### src/rtl/sps_pkg.sv
// Shared types and constants for the stepper position sequencer.
// Depends on nothing; imported by the sequencer top level.
`default_nettype none

package sps_pkg;

    localparam int QUEUE_DEPTH   = 32;
    localparam int POSITION_BITS = 16;

    localparam int CMD_W   = 3;
    localparam int ARG_W   = 16;
    localparam int MODE_W  = 2;
    localparam int POS_W   = 16;
    localparam int PEND_W  = 6;
    localparam int PTR_W   = $clog2(QUEUE_DEPTH);
    localparam int CNT_W   = $clog2(QUEUE_DEPTH + 1);

    typedef enum logic [CMD_W-1:0] {
        CMD_TICK  = 3'd0,
        CMD_GOTO  = 3'd1,
        CMD_WAIT  = 3'd2,
        CMD_SPEED = 3'd3,
        CMD_CAL   = 3'd4
    } cmd_t;

    typedef struct packed {
        logic [CMD_W-1:0] command;
        logic [ARG_W-1:0] argument;
        logic             detector;
    } sps_req_t;

    typedef struct packed {
        logic              step_left;
        logic              step_right;
        logic [MODE_W-1:0] mode;
        logic [POS_W-1:0]  position;
        logic [PEND_W-1:0] pending;
        logic              dropped;
    } sps_rsp_t;

    typedef struct packed {
        logic [CMD_W-1:0] code;
        logic [ARG_W-1:0] arg;
    } fifo_entry_t;

endpackage

`default_nettype wire

### src/rtl/sps_ram.sv
// Generic single-port-write, single-port-read RAM with a registered read.
// Depends on nothing; holds the command queue of the sequencer.
`default_nettype none

module sps_ram #(
    parameter int WIDTH = 8,
    parameter int DEPTH = 32
) (
    input  wire logic                     clk,
    input  wire logic                     we,
    input  wire logic [$clog2(DEPTH)-1:0] waddr,
    input  wire logic [WIDTH-1:0]         wdata,
    input  wire logic [$clog2(DEPTH)-1:0] raddr,
    output      logic [WIDTH-1:0]         rdata
);

    logic [WIDTH-1:0] mem [DEPTH];

    always_ff @(posedge clk)
    begin
        if (we)
        begin
            mem[waddr] <= wdata;
        end
        rdata <= mem[raddr];
    end

endmodule

`default_nettype wire

### src/rtl/stepper_position_sequencer_top.sv
// Top level of the stepper position sequencer: tick timing, motion control and command queue.
// Depends on sps_pkg for types and constants and on sps_ram for the queue storage.
`default_nettype none

// The block takes one request per clock cycle while req_stall is low, ticks and commands alike,
// and returns one registered result per request. Commands are queued in a 32-entry RAM
// with a registered read; the RAM is read every cycle at the next head address, so the head
// command is ready when a tick pops it, and a command written to an empty queue is forwarded.
// Results pass through a two-entry output buffer, so req_stall rises only when both entries
// hold results that have not been taken.
module stepper_position_sequencer_top (
    input  wire logic              clk,
    input  wire logic              rst_n,
    input  wire logic              req_valid,
    output      logic              req_stall,
    input  wire sps_pkg::sps_req_t req,
    output      logic              rsp_valid,
    input  wire logic              rsp_stall,
    output      sps_pkg::sps_rsp_t rsp
);

    import sps_pkg::*;

    typedef enum logic [MODE_W-1:0] {
        MODE_CAL  = 2'd0,
        MODE_IDLE = 2'd1,
        MODE_MOVE = 2'd2
    } mode_t;

    mode_t                    mode_reg, mode_next;
    logic [POSITION_BITS-1:0] pos_reg, pos_next;
    logic [POSITION_BITS-1:0] tgt_reg, tgt_next;
    logic [ARG_W-1:0]         delay_reg, delay_next;
    logic [ARG_W-1:0]         cd_reg, cd_next;
    logic [ARG_W-1:0]         cd_dec;
    logic [PTR_W-1:0]         rd_reg, rd_next;
    logic [PTR_W-1:0]         wr_reg, wr_next;
    logic [CNT_W-1:0]         count_reg, count_next;
    logic                     bypass_reg;
    fifo_entry_t              bypass_data_reg;
    fifo_entry_t              ram_rdata;
    fifo_entry_t              head;
    fifo_entry_t              push_data;
    logic                     push;
    logic                     req_acc;
    logic                     left, right, dropped;
    sps_rsp_t                 result;
    sps_rsp_t                 rsp_reg;
    sps_rsp_t                 skid_reg;
    logic                     rsp_valid_reg;
    logic                     skid_valid_reg;
    logic [CNT_W:0]           chk_sum;
    logic [CNT_W:0]           chk_wr;

    assign req_stall = skid_valid_reg;
    assign req_acc   = req_valid && !skid_valid_reg;
    assign rsp_valid = rsp_valid_reg;
    assign rsp       = rsp_reg;

    assign head      = bypass_reg ? bypass_data_reg : ram_rdata;
    assign push_data = '{code: req.command, arg: req.argument};

    sps_ram #(
        .WIDTH ($bits(fifo_entry_t)),
        .DEPTH (QUEUE_DEPTH)
    ) u_queue (
        .clk   (clk),
        .we    (push),
        .waddr (wr_reg),
        .wdata (push_data),
        .raddr (rd_next),
        .rdata (ram_rdata)
    );

    always_comb
    begin
        mode_next  = mode_reg;
        pos_next   = pos_reg;
        tgt_next   = tgt_reg;
        delay_next = delay_reg;
        cd_next    = cd_reg;
        rd_next    = rd_reg;
        wr_next    = wr_reg;
        count_next = count_reg;
        push       = 1'b0;
        left       = 1'b0;
        right      = 1'b0;
        dropped    = 1'b0;
        cd_dec     = (cd_reg != '0) ? cd_reg - 1'b1 : '0;
        if (req_acc)
        begin
            if (req.command == CMD_TICK)
            begin
                cd_next = cd_dec;
                if (cd_dec == '0)
                begin
                    case (mode_reg)
                        MODE_IDLE:
                        begin
                            if (count_reg != '0)
                            begin
                                rd_next    = (rd_reg == PTR_W'(QUEUE_DEPTH - 1)) ?
                                             '0 : rd_reg + 1'b1;
                                count_next = count_reg - 1'b1;
                                case (head.code)
                                    CMD_GOTO:
                                    begin
                                        tgt_next  = POSITION_BITS'(head.arg);
                                        mode_next = MODE_MOVE;
                                    end
                                    CMD_WAIT, CMD_SPEED:
                                    begin
                                        delay_next = head.arg;
                                    end
                                    CMD_CAL:
                                    begin
                                        mode_next = MODE_CAL;
                                    end
                                    default:
                                    begin
                                    end
                                endcase
                            end
                        end
                        MODE_MOVE:
                        begin
                            if (pos_reg > tgt_reg)
                            begin
                                left     = 1'b1;
                                pos_next = pos_reg - 1'b1;
                            end
                            else if (pos_reg < tgt_reg)
                            begin
                                right    = 1'b1;
                                pos_next = pos_reg + 1'b1;
                            end
                            else
                            begin
                                mode_next = MODE_IDLE;
                            end
                        end
                        default:
                        begin
                            if (req.detector)
                            begin
                                right = 1'b1;
                            end
                            else
                            begin
                                mode_next = MODE_IDLE;
                                pos_next  = '0;
                                tgt_next  = '0;
                            end
                        end
                    endcase
                    cd_next = (delay_next == '0) ? ARG_W'(1) : delay_next;
                end
            end
            else if (req.command <= CMD_CAL)
            begin
                if (count_reg == CNT_W'(QUEUE_DEPTH))
                begin
                    dropped = 1'b1;
                end
                else
                begin
                    push       = 1'b1;
                    wr_next    = (wr_reg == PTR_W'(QUEUE_DEPTH - 1)) ? '0 : wr_reg + 1'b1;
                    count_next = count_reg + 1'b1;
                end
            end
        end
    end

    always_comb
    begin
        result            = '0;
        result.step_left  = left;
        result.step_right = right;
        result.mode       = mode_next;
        result.position   = POS_W'(pos_next);
        result.pending    = PEND_W'(count_next);
        result.dropped    = dropped;
    end

    always_ff @(posedge clk or negedge rst_n)
    begin
        if (!rst_n)
        begin
            mode_reg        <= MODE_CAL;
            pos_reg         <= '0;
            tgt_reg         <= '0;
            delay_reg       <= ARG_W'(1);
            cd_reg          <= '0;
            rd_reg          <= '0;
            wr_reg          <= '0;
            count_reg       <= '0;
            bypass_reg      <= 1'b0;
            bypass_data_reg <= '0;
            rsp_reg         <= '0;
            skid_reg        <= '0;
            rsp_valid_reg   <= 1'b0;
            skid_valid_reg  <= 1'b0;
        end
        else
        begin
            mode_reg        <= mode_next;
            pos_reg         <= pos_next;
            tgt_reg         <= tgt_next;
            delay_reg       <= delay_next;
            cd_reg          <= cd_next;
            rd_reg          <= rd_next;
            wr_reg          <= wr_next;
            count_reg       <= count_next;
            bypass_reg      <= push && (wr_reg == rd_next);
            bypass_data_reg <= push_data;
            if (!rsp_valid_reg || !rsp_stall)
            begin
                if (skid_valid_reg)
                begin
                    rsp_reg        <= skid_reg;
                    rsp_valid_reg  <= 1'b1;
                    skid_valid_reg <= 1'b0;
                end
                else
                begin
                    rsp_reg       <= result;
                    rsp_valid_reg <= req_acc;
                end
            end
            else if (req_acc)
            begin
                skid_reg       <= result;
                skid_valid_reg <= 1'b1;
            end
        end
    end

    assign chk_sum = (CNT_W + 1)'(rd_reg) + (CNT_W + 1)'(count_reg);
    assign chk_wr  = (chk_sum >= (CNT_W + 1)'(QUEUE_DEPTH)) ?
                     chk_sum - (CNT_W + 1)'(QUEUE_DEPTH) : chk_sum;

    assert property (@(posedge clk) disable iff (!rst_n)
        count_reg <= CNT_W'(QUEUE_DEPTH))
    else $error("Queue count exceeds the queue depth.");

    assert property (@(posedge clk) disable iff (!rst_n)
        chk_wr == (CNT_W + 1)'(wr_reg))
    else $error("Queue pointers disagree with the queue count.");

    assert property (@(posedge clk) disable iff (!rst_n)
        skid_valid_reg |-> rsp_valid_reg)
    else $error("Skid entry holds a result while the output entry is empty.");

    assert property (@(posedge clk) disable iff (!rst_n)
        rsp_valid_reg |-> !(rsp_reg.step_left && rsp_reg.step_right))
    else $error("Result steps in both directions at once.");

endmodule

`default_nettype wire

### config.mk
export PLATFORM = sky130hd
export DESIGN_NAME = stepper_position_sequencer_top
export DESIGN_NICKNAME = d
export VERILOG_FILES = /design/src/rtl/sps_pkg.sv /design/src/rtl/sps_ram.sv /design/src/rtl/stepper_position_sequencer_top.sv
export SDC_FILE = /design/constraint.sdc
export NUM_CORES = 1
export LEC_CHECK = 0
export BUFFER_PORTS_ARGS = -buffer_cell sky130_fd_sc_hd__clkbuf_2
export CAP_MARGIN = 20
export CORE_MARGIN = 8
export CORE_UTILIZATION = 45
export DETAILED_ROUTE_END_ITERATION = 10
export PLACE_DENSITY = 0.72
export SYNTH_ARGS = -nofsm -noshare
export SYNTH_HDL_FRONTEND = slang
export SYNTH_SLANG_ARGS = --single-unit
export TNS_END_PERCENT = 20
### constraint.sdc
create_clock -name clk -period 5.36 [get_ports clk]
set_input_delay 0.268 -clock clk [delete_from_list [all_inputs] [get_ports clk]]
set_output_delay 0.268 -clock clk [all_outputs]
set_load 0.05 [all_outputs]
### Yosys cells after proc, flatten, opt, wreduce, memory -nomap -nowiden

Memories as Yosys holds them, arrays and structs flattened. A register that Yosys moved wholly into a read port is not among the register bits.
Index checks and enable logic that the tools add are counted.

| word-level totals | value |
|---|---|
| RAM bits | 608 |
| output and inout bits | 29 |
| word-level logic and storage cells | 141 |
| memories | 1 |
| bits in registers | 158 |
| bits of input ports | 24 |

| operators by class | value |
|---|---|
| bitwise operators | 4 |
| reductions and logical operators | 18 |
| magnitude comparators | 3 |
| mux-type cells | 70 |
| equal/unequal tests | 13 |
| $add $sub $neg | 7 |

Memories:

| name | depth | width | read ports | clocked after memory_dff | wr ports | RTL line | RTL |
|---|---|---|---|---|---|---|---|
| u_queue.mem | 32 | 19 | 1 | 1 | 1 | sps_ram.sv:17 | `logic [WIDTH-1:0] mem [DEPTH];` |

Operator list:

| cell | number |
|---|---|
| $mux 16 | 18 |
| $pmux 16 s2 | 2 |
| $mux 6 | 7 |
| $mux 5 | 7 |
| $logic_not 16->1 | 2 |
| $sub 16x1->16 const B | 2 |
| $mux 27 | 1 |
| $mux 1 | 24 |
| $mux 19 | 1 |
| $add 16x1->16 const B | 1 |
| $gt 16x16->1 | 1 |
| $lt 16x16->1 | 1 |
| $reduce_bool 16->1 | 1 |
| $mux 2 | 7 |
| $add 5x1->5 const B | 2 |
| $eq 5x5->1 const B | 2 |
| $pmux 2 s2 | 2 |
| $reduce_and 7->1 | 1 |
| $add 6x1->6 const B | 1 |
| $eq 3x2->1 const B | 2 |
| $eq 6x6->1 const B | 1 |
| $reduce_bool 6->1 | 1 |
| $sub 6x1->6 const B | 1 |
| $eq 5x5->1 | 1 |
| other kinds (18) | 26 |

### Logic depth before layout (Yosys ltp)

Gate-level depths: netlist of the first run.

| logic depth | value |
|---|---|
| word-level depth | 12 |
| depth in mapped cells | 16 |
| mapped depth without buffers | 13 |

### Modules after synthesis

A second synthesis of the first run with hierarchy kept.

| second synthesis, totals | value |
|---|---|
| cells, all modules | 2337 |
| area, all modules | 33239.4 µm² |

By module, submodules not included:

| module | cells an instance | instances | area an instance (µm²) |
|---|---|---|---|
| sps_ram | 1346 | 1 | 24245.8 |
| stepper_position_sequencer_top | 991 | 1 | 8993.6 |

### Least setup slack after synthesis of the first run

Ideal clock, no wire load.

| timing | value |
|---|---|
| path type | register -> register |
| start point | register skid_valid_reg (netlist: req_stall) |
| end point | memory u_queue.mem[5][0] (netlist bit), enable pin |
| stages on the path, launching flop included | 7 |
| setup slack | 1.741 ns |
| data arrival time | 3.200 ns |
| period minus slack after synthesis | 3.619 ns |
| setup time | 0.419 ns |
| cell sequence | dfrtp_1 nand2b_1 clkbuf_1 nor3b_1 clkbuf_1 nand3_1 nor3_1 |

| between the ends | value |
|---|---|
| cells in the longest elaborated chain, start to end | 5 |

RTL lines:

| what | RTL line | RTL |
|---|---|---|
| from (decl) | stepper_position_sequencer_top.sv:51 | `logic skid_valid_reg;` |
| from (signal assigned) | stepper_position_sequencer_top.sv:203 | `skid_valid_reg <= 1'b0;` |
| from (signal assigned) | stepper_position_sequencer_top.sv:223 | `skid_valid_reg <= 1'b0;` |
| from (signal assigned) | stepper_position_sequencer_top.sv:234 | `skid_valid_reg <= 1'b1;` |
| $logic_not 1->1 | stepper_position_sequencer_top.sv:56 | `assign req_acc = req_valid && !skid_valid_reg;` |
| $logic_and 1x1->1 | stepper_position_sequencer_top.sv:56 |  |
| $mux 1 | stepper_position_sequencer_top.sv:90 | `if (req_acc)` |
| $mux 1 | sps_ram.sv:21 | `if (we)` |
| $mux 1 (implied by the code) | sps_ram.sv:23 | `mem[waddr] <= wdata;` |
| to (decl) | sps_ram.sv:17 |  |

No other way between the ends.

### Final worst setup path of the first run

| timing | value |
|---|---|
| start point | register cd_reg[0] |
| end point | register u_queue.rdata[10] (read register of u_queue.mem) |

| between the ends | value |
|---|---|
| cells in the longest elaborated chain, start to end | 6 |
| elaborated cells between the ends (all ways) | 7 |
| those cells by class | add/sub: 1; mux: 4; reduce/logical: 2 |

RTL lines:

| what | RTL line | RTL |
|---|---|---|
| from (decl) | stepper_position_sequencer_top.sv:34 | `logic [ARG_W-1:0] cd_reg, cd_next;` |
| from (signal assigned) | stepper_position_sequencer_top.sv:211 | `cd_reg <= cd_next;` |
| $sub 16x1->16 / $reduce_bool 16->1 (equally long branches) | stepper_position_sequencer_top.sv:89 | `cd_dec = (cd_reg != '0) ? cd_reg - 1'b1 : '0;` |
| $mux 16 * | stepper_position_sequencer_top.sv:89 |  |
| $logic_not 16->1 * | stepper_position_sequencer_top.sv:95 | `if (cd_dec == '0)` |
| $mux 5 * | stepper_position_sequencer_top.sv:95 |  |
| $mux 5 * | stepper_position_sequencer_top.sv:92 | `if (req.command == CMD_TICK)` |
| $mux 5 * | stepper_position_sequencer_top.sv:90 |  |
| to (decl) | sps_ram.sv:14 | `output logic [WIDTH-1:0] rdata` |

Every way passes the cells marked *; elsewhere a longest branch is shown, timed or not.
A chain may end at the register's enable or synchronous reset.

==> results.ini, run 1 <==
[finish]
final_nets=3004
n_antenna_cell=0
multi_input_area_mm2=0.0115
final-instance-count-excl-fill=4053
flow.area_growth_from_synthesis_pct=12.2
fin_area_mm2=0.0393
regArea_mm2=0.0226
layout-drive-gt1-share=0.111
largest_register_ff_count=608
fillers=6597
utilization=0.509

[synth]
yosys.cell_count.top_type=sky130_fd_sc_hd__edfxtp_1
synth_top_family_by_area=simple AND/OR/NAND/NOR gates
ys.warnings.count=0
yosys-top-cells-area=sky130_fd_sc_hd__edfxtp_1, sky130_fd_sc_hd__dfrtp_1, sky130_fd_sc_hd__mux2i_1
syn_area_per_cell_um2=12.0
synth_fp_nets=2968
synth_enable_flop_cells=608
portion_of_netlist_area_occupied_by_mux_cells=0.0571
netlist.area_leader.share=0.521
ys_ff_latch=785
synthesis.area_mm2=0.0351
synth_compound_gate_area_share=0.122
yosys_most_used_dff=sky130_fd_sc_hd__edfxtp_1
synth_simple_gate_area_share=0.132
sequential_to_total_area_share_from_yosys_stat=0.644
cell_taking_the_most_area_after_synthesis=sky130_fd_sc_hd__edfxtp_1
synthXorXnorAreaFrac=0.00346
synth_top_cells_by_count=sky130_fd_sc_hd__edfxtp_1, sky130_fd_sc_hd__nand2_1, sky130_fd_sc_hd__a21oi_1
synth_fa_ha_area_frac=0.0113
post_synth_inst_count=2913
synth.distinct_cells=89
synthArstFlopShare=0.201

[run]
timing.max_cap.violations=0

[detailed_routing]
ant_nets=0
firstDrtPassIters=6
drt_drc_violations_left=0
average_wire_length_per_cell_after_detail_routing_um=23.3
first_iter_violations=3028
drt-total-wl_mm=94.3
num_vias=24200
vias_per_cell=5.97

[status]
run_status=finished clean

[sta]
slack_of_the_critical_path_ns=0.213
rsz_0062_raised_after_global_routing=no
post-route-min-period_ns=5.15
worst_slew_margin_rel=0.274
final-setup-viol-count=0
timing.hold.ws_ns=0.154
tightest_slew_ns=1.09
timing.final.crit_share=0.960
setup_total_negative_slack_ns=0
clock.fmax_mhz=194
final_hold_viol_count=0
finalClockSkew_ns=0.0552
slew_violations=0

[place]
place_hpwl_mm=57.0
globalplace.congestion=0.942
dpl_worst_slack_ns=0.201
placed_standard_cell_area_mm2=0.0367
portBuffers=52
dpl.cell_count=3904

[global_routing]
grt-busiest-layer=met2
use_met1=0.276
grtUsageTotal=0.211
maximum_number_of_pins_on_one_net_before_global_route_repair=153
globalRoute.totalOverflow=0
antenna_violations_before_repair=3
grt.met3_usage=0.0418
grt_use_met2=0.345
grt_pass1_vias=22800
grt_pass1_wl_mm=141

[worst_setup_path]
setup.worst_path.class=flip-flop to flip-flop
cp.required_ns=5.87
worstSetupStartpointType=flip-flop
cp_max_fo=40
cp_data_arrival_time_ns=5.66
setup.worst_path.end_class=flip-flop

[floorplan]
fp.coreArea_mm2=0.0773
core.rowCount=102
dieWidth_um=295
dieArea_mm2=0.0871
initial_utilization=0.453
boundaryPins=53
die_height_um=295

[power_and_ir_drop]
power.switching_fraction=0.257
irDropWorstVdd_uv=333
power_switching_mw=3.56
power.sequential.fraction=0.509
finalPower_mw=13.9
power_density_mw_per_mm2=352
clockPowerShare=0.393
combPwrFrac=0.099
power_leakage_nw=14.3
internal-power_mw=10.3

[min_path]
worst_hold_path_type=primary input to flip-flop

[clock_network]
clk_transition_reported_paths_ns=0.06
tritoncts=built
post-cts-setup-buffers=0
cts-root-to-sink-buffers=3
clock_sinks=785
tritoncts.num_buffers=80
clk_latency_ns=0.65
cts.root.buffer_cell=sky130_fd_sc_hd__clkbuf_16
h-tree-depth=3

critical path: stages (launching register included):
cell,delay (ns)
sky130_fd_sc_hd__dfrtp_1,0.44
sky130_fd_sc_hd__inv_1,0.12
sky130_fd_sc_hd__ha_1,0.29
sky130_fd_sc_hd__and2b_1,0.31
sky130_fd_sc_hd__nand4_1,0.22
sky130_fd_sc_hd__mux2_2,0.38
sky130_fd_sc_hd__a2111oi_4,0.57
sky130_fd_sc_hd__and2_4,0.49
sky130_fd_sc_hd__mux2i_4,0.35
sky130_fd_sc_hd__buf_12,0.22
sky130_fd_sc_hd__buf_4,0.58
sky130_fd_sc_hd__mux2i_1,0.26
sky130_fd_sc_hd__mux2i_1,0.11
sky130_fd_sc_hd__o22ai_1,0.52
sky130_fd_sc_hd__nor4_1,0.09
power groups by stage:
stage / sequential, mW / combinational, mW / clock [mW]
floorplan: 7.21 / 0.821 / 0
global placement: 7.16 / 1.33 / 0
detailed placement: 7.17 / 1.35 / 0
CTS: 7.05 / 1.36 / 5.51
global route: 7.08 / 1.49 / 5.73
finish: 7.05 / 1.37 / 5.44
metal layers:
metal / vias to the layer above / routed length (µm)
li1: 11000 / -
met1: 11900 / 37400
met2: 1076 / 44500
met3: 228 / 8340
met4: 4 / 4110
met5: - / 27
logic make-up after synthesis:
group | count (synthesis)
AO/OA/AOI/OAI | 685
XOR/XNOR | 13
adder cells (fa/ha/maj) | 32
buffers and inverters | 249
flip-flops | 785
multiplexers | 198
AND/OR/NAND/NOR | 951
area by class of cell:
cell class	count	share of cell area
repair buffers	150	0.0280
clock inverters	40	0.00999
well taps	1040	0.0331
flip-flops and latches	785	0.574
multi-input cells	1879	0.294
clock buffers	106	0.0557
inverters	53	0.00518
cells in the final DEF, fill, tap and decap left out, types with 43 or more instances in the layout:
cell	synthesis	final
sky130_fd_sc_hd__o21ai_0	128	128
sky130_fd_sc_hd__or3_1	63	63
sky130_fd_sc_hd__a21oi_1	279	279
sky130_fd_sc_hd__dfrtp_1	157	156
sky130_fd_sc_hd__edfxtp_1	608	608
sky130_fd_sc_hd__nand2_1	411	411
sky130_fd_sc_hd__buf_4	11	88
sky130_fd_sc_hd__nor3b_1	44	43
sky130_fd_sc_hd__inv_1	50	50
sky130_fd_sc_hd__nand2b_1	63	63
sky130_fd_sc_hd__nor2_1	89	63
sky130_fd_sc_hd__clkbuf_16	0	81
sky130_fd_sc_hd__clkbuf_2	1	51
sky130_fd_sc_hd__nand3_1	151	151
sky130_fd_sc_hd__mux2i_1	190	190
final timing paths:
kind / start / end / slack, ns / depth (start not counted)
worst max-delay path: cd_reg[0]$_DFFE_PN0P_ / u_queue.rdata[10]$_DFF_P_ / 0.21 / 14
worst max register to register: cd_reg[0]$_DFFE_PN0P_ / u_queue.rdata[10]$_DFF_P_ / 0.21 / 14
max in group asynchronous: rst_n / rd_reg[2]$_DFF_PN0_ / 3.79 / 3
worst min register to register: delay_reg[9]$_DFFE_PN0P_ / delay_reg[9]$_DFFE_PN0P_ / 0.47 / 2
min in group asynchronous: rst_n / rsp[14]$_DFFE_PN0N_ / 0.16 / 2
worst min-delay path: req[18] / bypass_data_reg[17]$_DFF_PN0_ / 0.15 / 2
timing repair:
action	in CTS	in global routing
endpoints found under the setup margin	0	3
gates resized for setup	0	2
hold buffers	2	0
hold endpoints to repair	57	0
Note: power is estimated with default switching activity, not from simulation.
==> run 2: changes to the inputs <==
--- a/config.mk
+++ b/config.mk
@@ -7,7 +7,7 @@
 export LEC_CHECK = 0
 export BUFFER_PORTS_ARGS = -buffer_cell sky130_fd_sc_hd__clkbuf_2
 export CAP_MARGIN = 20
-export CORE_MARGIN = 8
+export CORE_MARGIN = 3
 export CORE_UTILIZATION = 45
 export DETAILED_ROUTE_END_ITERATION = 10
 export PLACE_DENSITY = 0.72
==> constraint.sdc (replaced) <==
create_clock -name clk -period 5.36 [get_ports clk]
set_input_delay 0.268 -clock clk [delete_from_list [all_inputs] [get_ports clk]]
set_output_delay 0.268 -clock clk [all_outputs]
set_load 0.01 [all_outputs]
==> results.ini, run 2 (synthesis results as in run 1) <==
[clock_network]
clk_transition_reported_paths_ns=0.06  ; about the same
cts-root-to-sink-buffers=3  ; unchanged
tritoncts=built
h-tree-depth=3  ; unchanged
tritoncts.num_buffers=81  ; +1.3%
post_cts_resize_count=0  ; unchanged
hold_fix_buffers_cts=2  ; unchanged
clk_latency_ns=0.65  ; about the same
post-cts-setup-buffers=0  ; unchanged
clock_sinks=785  ; unchanged
cts.root.buffer_cell=sky130_fd_sc_hd__clkbuf_16

[place]
globalplace.congestion=0.919  ; -2.5%
dpl.cell_count=3879  ; -0.64%
place_hpwl_mm=57.7  ; +1.1%
portBuffers=52  ; unchanged

[worst_setup_path]
cp_max_fo=124  ; +210%
setup.worst_path.class=flip-flop to flip-flop
regToRegStartpoint=cd_reg[0]$_DFFE_PN0P_
worstSetupStartpointType=flip-flop
cp.required_ns=5.87  ; about the same
reg2regPathDepth=14  ; unchanged
regToRegSetupSlack_ns=0.44  ; +0.23 ns
worstReg2RegEnd=u_queue.rdata[10]$_DFF_P_
cp_data_arrival_time_ns=5.43  ; -0.23 ns
setup.worst_path.end_class=flip-flop

[floorplan]
core.rowCount=101  ; -0.98%
die_height_um=285  ; -3.4%
boundaryPins=53  ; unchanged
dieWidth_um=285  ; -3.4%
dieArea_mm2=0.0813  ; -6.7%
initial_utilization=0.458  ; +0.00449
fp.coreArea_mm2=0.0766  ; -0.98%

[run]
timing.max_cap.violations=0  ; unchanged

[global_routing]
grt_pass1_vias=23000  ; +0.89%
maximum_number_of_pins_on_one_net_before_global_route_repair=153  ; unchanged
antenna_violations_before_repair=2  ; -1
grt_pass1_wl_mm=143  ; +1.4%
grtUsageTotal=0.229  ; +0.0182
globalRoute.totalOverflow=0  ; unchanged

[power_and_ir_drop]
irDropWorstVdd_uv=357  ; +7.0%
power_density_mw_per_mm2=361  ; +2.4%
power_leakage_nw=14.4  ; +0.76%

[min_path]
hold_path_startpoint=req[18]
hold-path-endpoint=bypass_data_reg[17]$_DFF_PN0_
holdPathStages=2  ; unchanged
worst_hold_path_type=primary input to flip-flop

[detailed_routing]
first_iter_violations=3346  ; +11%
firstDrtPassIters=6  ; unchanged
drt-total-wl_mm=95.3  ; +1.0%
average_wire_length_per_cell_after_detail_routing_um=23.6  ; +1.4%
drt_drc_violations_left=0  ; unchanged
num_vias=24500  ; +1.2%
vias_per_cell=6.07  ; +1.7%
ant_nets=0  ; unchanged

[sta]
finalClockSkew_ns=0.0314  ; -0.0238 ns
worst_slew_margin_rel=0.251  ; -0.0233
final-setup-viol-count=0  ; unchanged
final_hold_viol_count=0  ; unchanged
clock.fmax_mhz=203  ; +4.6%
slew_violations=0  ; unchanged
rsz_0062_raised_after_global_routing=no
timing.final.crit_share=0.918  ; -0.0424
tightest_slew_ns=1.12  ; +0.0361 ns
setup_total_negative_slack_ns=0  ; unchanged
post-route-min-period_ns=4.92  ; -0.227 ns

[status]
run_status=finished clean

[finish]
fillers=6430  ; -2.5%
multi_input_area_mm2=0.0116  ; about the same
regArea_mm2=0.0226  ; unchanged
layout-drive-gt1-share=0.113  ; +0.00137
final-instance-count-excl-fill=4035  ; -0.44%
mostFrequentLayoutCell=sky130_fd_sc_hd__edfxtp_1
final_nets=2993  ; -0.37%
flow.area_growth_from_synthesis_pct=12.9
largest_register_ff_count=608  ; unchanged
layout.cells.most_common_list=sky130_fd_sc_hd__edfxtp_1, sky130_fd_sc_hd__nand2_1, sky130_fd_sc_hd__a21oi_1

run 2: cell count changes in the layout (fill, tap and decap cells not counted), moves of 2 or more:
cell                         delta
sky130_fd_sc_hd__buf_4         -14
sky130_fd_sc_hd__bufinv_16     +10
sky130_fd_sc_hd__clkinv_1       -8
sky130_fd_sc_hd__clkinv_2       +8
sky130_fd_sc_hd__buf_16         +4
sky130_fd_sc_hd__clkbuf_1       -4
sky130_fd_sc_hd__clkinvlp_4     -3
sky130_fd_sc_hd__inv_6          -3
sky130_fd_sc_hd__clkbuf_16      +2
sky130_fd_sc_hd__clkinv_16      -2
sky130_fd_sc_hd__diode_2        +2
sky130_fd_sc_hd__nor2_1         -2
run 2: cell type report:
type | count | share of cell area
diodes | 2 | 0.000126
clock buffers | 104 | 0.0562
multi-input cells | 1879 | 0.292
clock inverters | 44 | 0.0159
flip-flops and latches | 785 | 0.571
well taps | 1030 | 0.0326
inverters | 53 | 0.00515
repair buffers | 138 | 0.0272
run 2: report_power, final:
group          switching [mW]  leakage, nW  internal (mW)
Sequential              0.235         7.66           6.82
Combinational           0.810         5.35          0.421
Clock                    2.40         1.40           3.59
run 2: worst max-delay path, stage by stage, from the launching register on:
cell and delay [ns]:
sky130_fd_sc_hd__dfrtp_1 0.42, sky130_fd_sc_hd__inv_1 0.11, sky130_fd_sc_hd__ha_1 0.31, sky130_fd_sc_hd__and2b_1 0.28, sky130_fd_sc_hd__nand3_1 0.15, sky130_fd_sc_hd__a2111o_1 0.47
sky130_fd_sc_hd__o31ai_2 0.49, sky130_fd_sc_hd__and2_4 0.29, sky130_fd_sc_hd__mux2i_4 0.31, sky130_fd_sc_hd__buf_12 0.63, sky130_fd_sc_hd__nor3_4 0.16, sky130_fd_sc_hd__buf_4 0.27
sky130_fd_sc_hd__nand3_1 0.10, sky130_fd_sc_hd__o2111ai_1 0.30, sky130_fd_sc_hd__nor4_1 0.41
run 2: worst max path at each step:
stage                                     start                        end  cells after the start
after CTS                 cd_reg[0]$_DFFE_PN0P_  u_queue.rdata[10]$_DFF_P_                     14
after global routing      cd_reg[0]$_DFFE_PN0P_  u_queue.rdata[11]$_DFF_P_                     14
after global placement    cd_reg[0]$_DFFE_PN0P_  u_queue.rdata[11]$_DFF_P_                     14
final                     cd_reg[0]$_DFFE_PN0P_  u_queue.rdata[10]$_DFF_P_                     14
after floorplan           cd_reg[0]$_DFFE_PN0P_  u_queue.rdata[10]$_DFF_P_                     15
after detailed placement  cd_reg[0]$_DFFE_PN0P_  u_queue.rdata[11]$_DFF_P_                     14
run 2: stage by stage:
step / instance area [µm²] / utilization / total power [mW] / setup slack, ns / hold WS [ns]
after floorplan: 35100 / - / 7.91 / 1.75 / -0.0276
after CTS: 39500 / 0.515 / 14.3 / 0.430 / 0.139
after global routing: 39600 / 0.517 / 14.7 / 0.205 / 0.161
after global placement: 36500 / 0.477 / 8.35 / 0.551 / 0.402
after detailed placement: 36600 / 0.478 / 8.38 / 0.470 / 0.409
final: 39600 / 0.517 / 14.3 / 0.441 / 0.166
run 2: routing by layer:
metal,global-route usage,share of wire,routed length [µm],vias to the layer above
li1,-,-,-,11000
met1,0.314,0.41,39000,12100
met2,0.363,0.47,44500,1194
met3,0.0408,0.085,8090,221
met4,0.0901,0.039,3690,0
met5,0,0,0,-
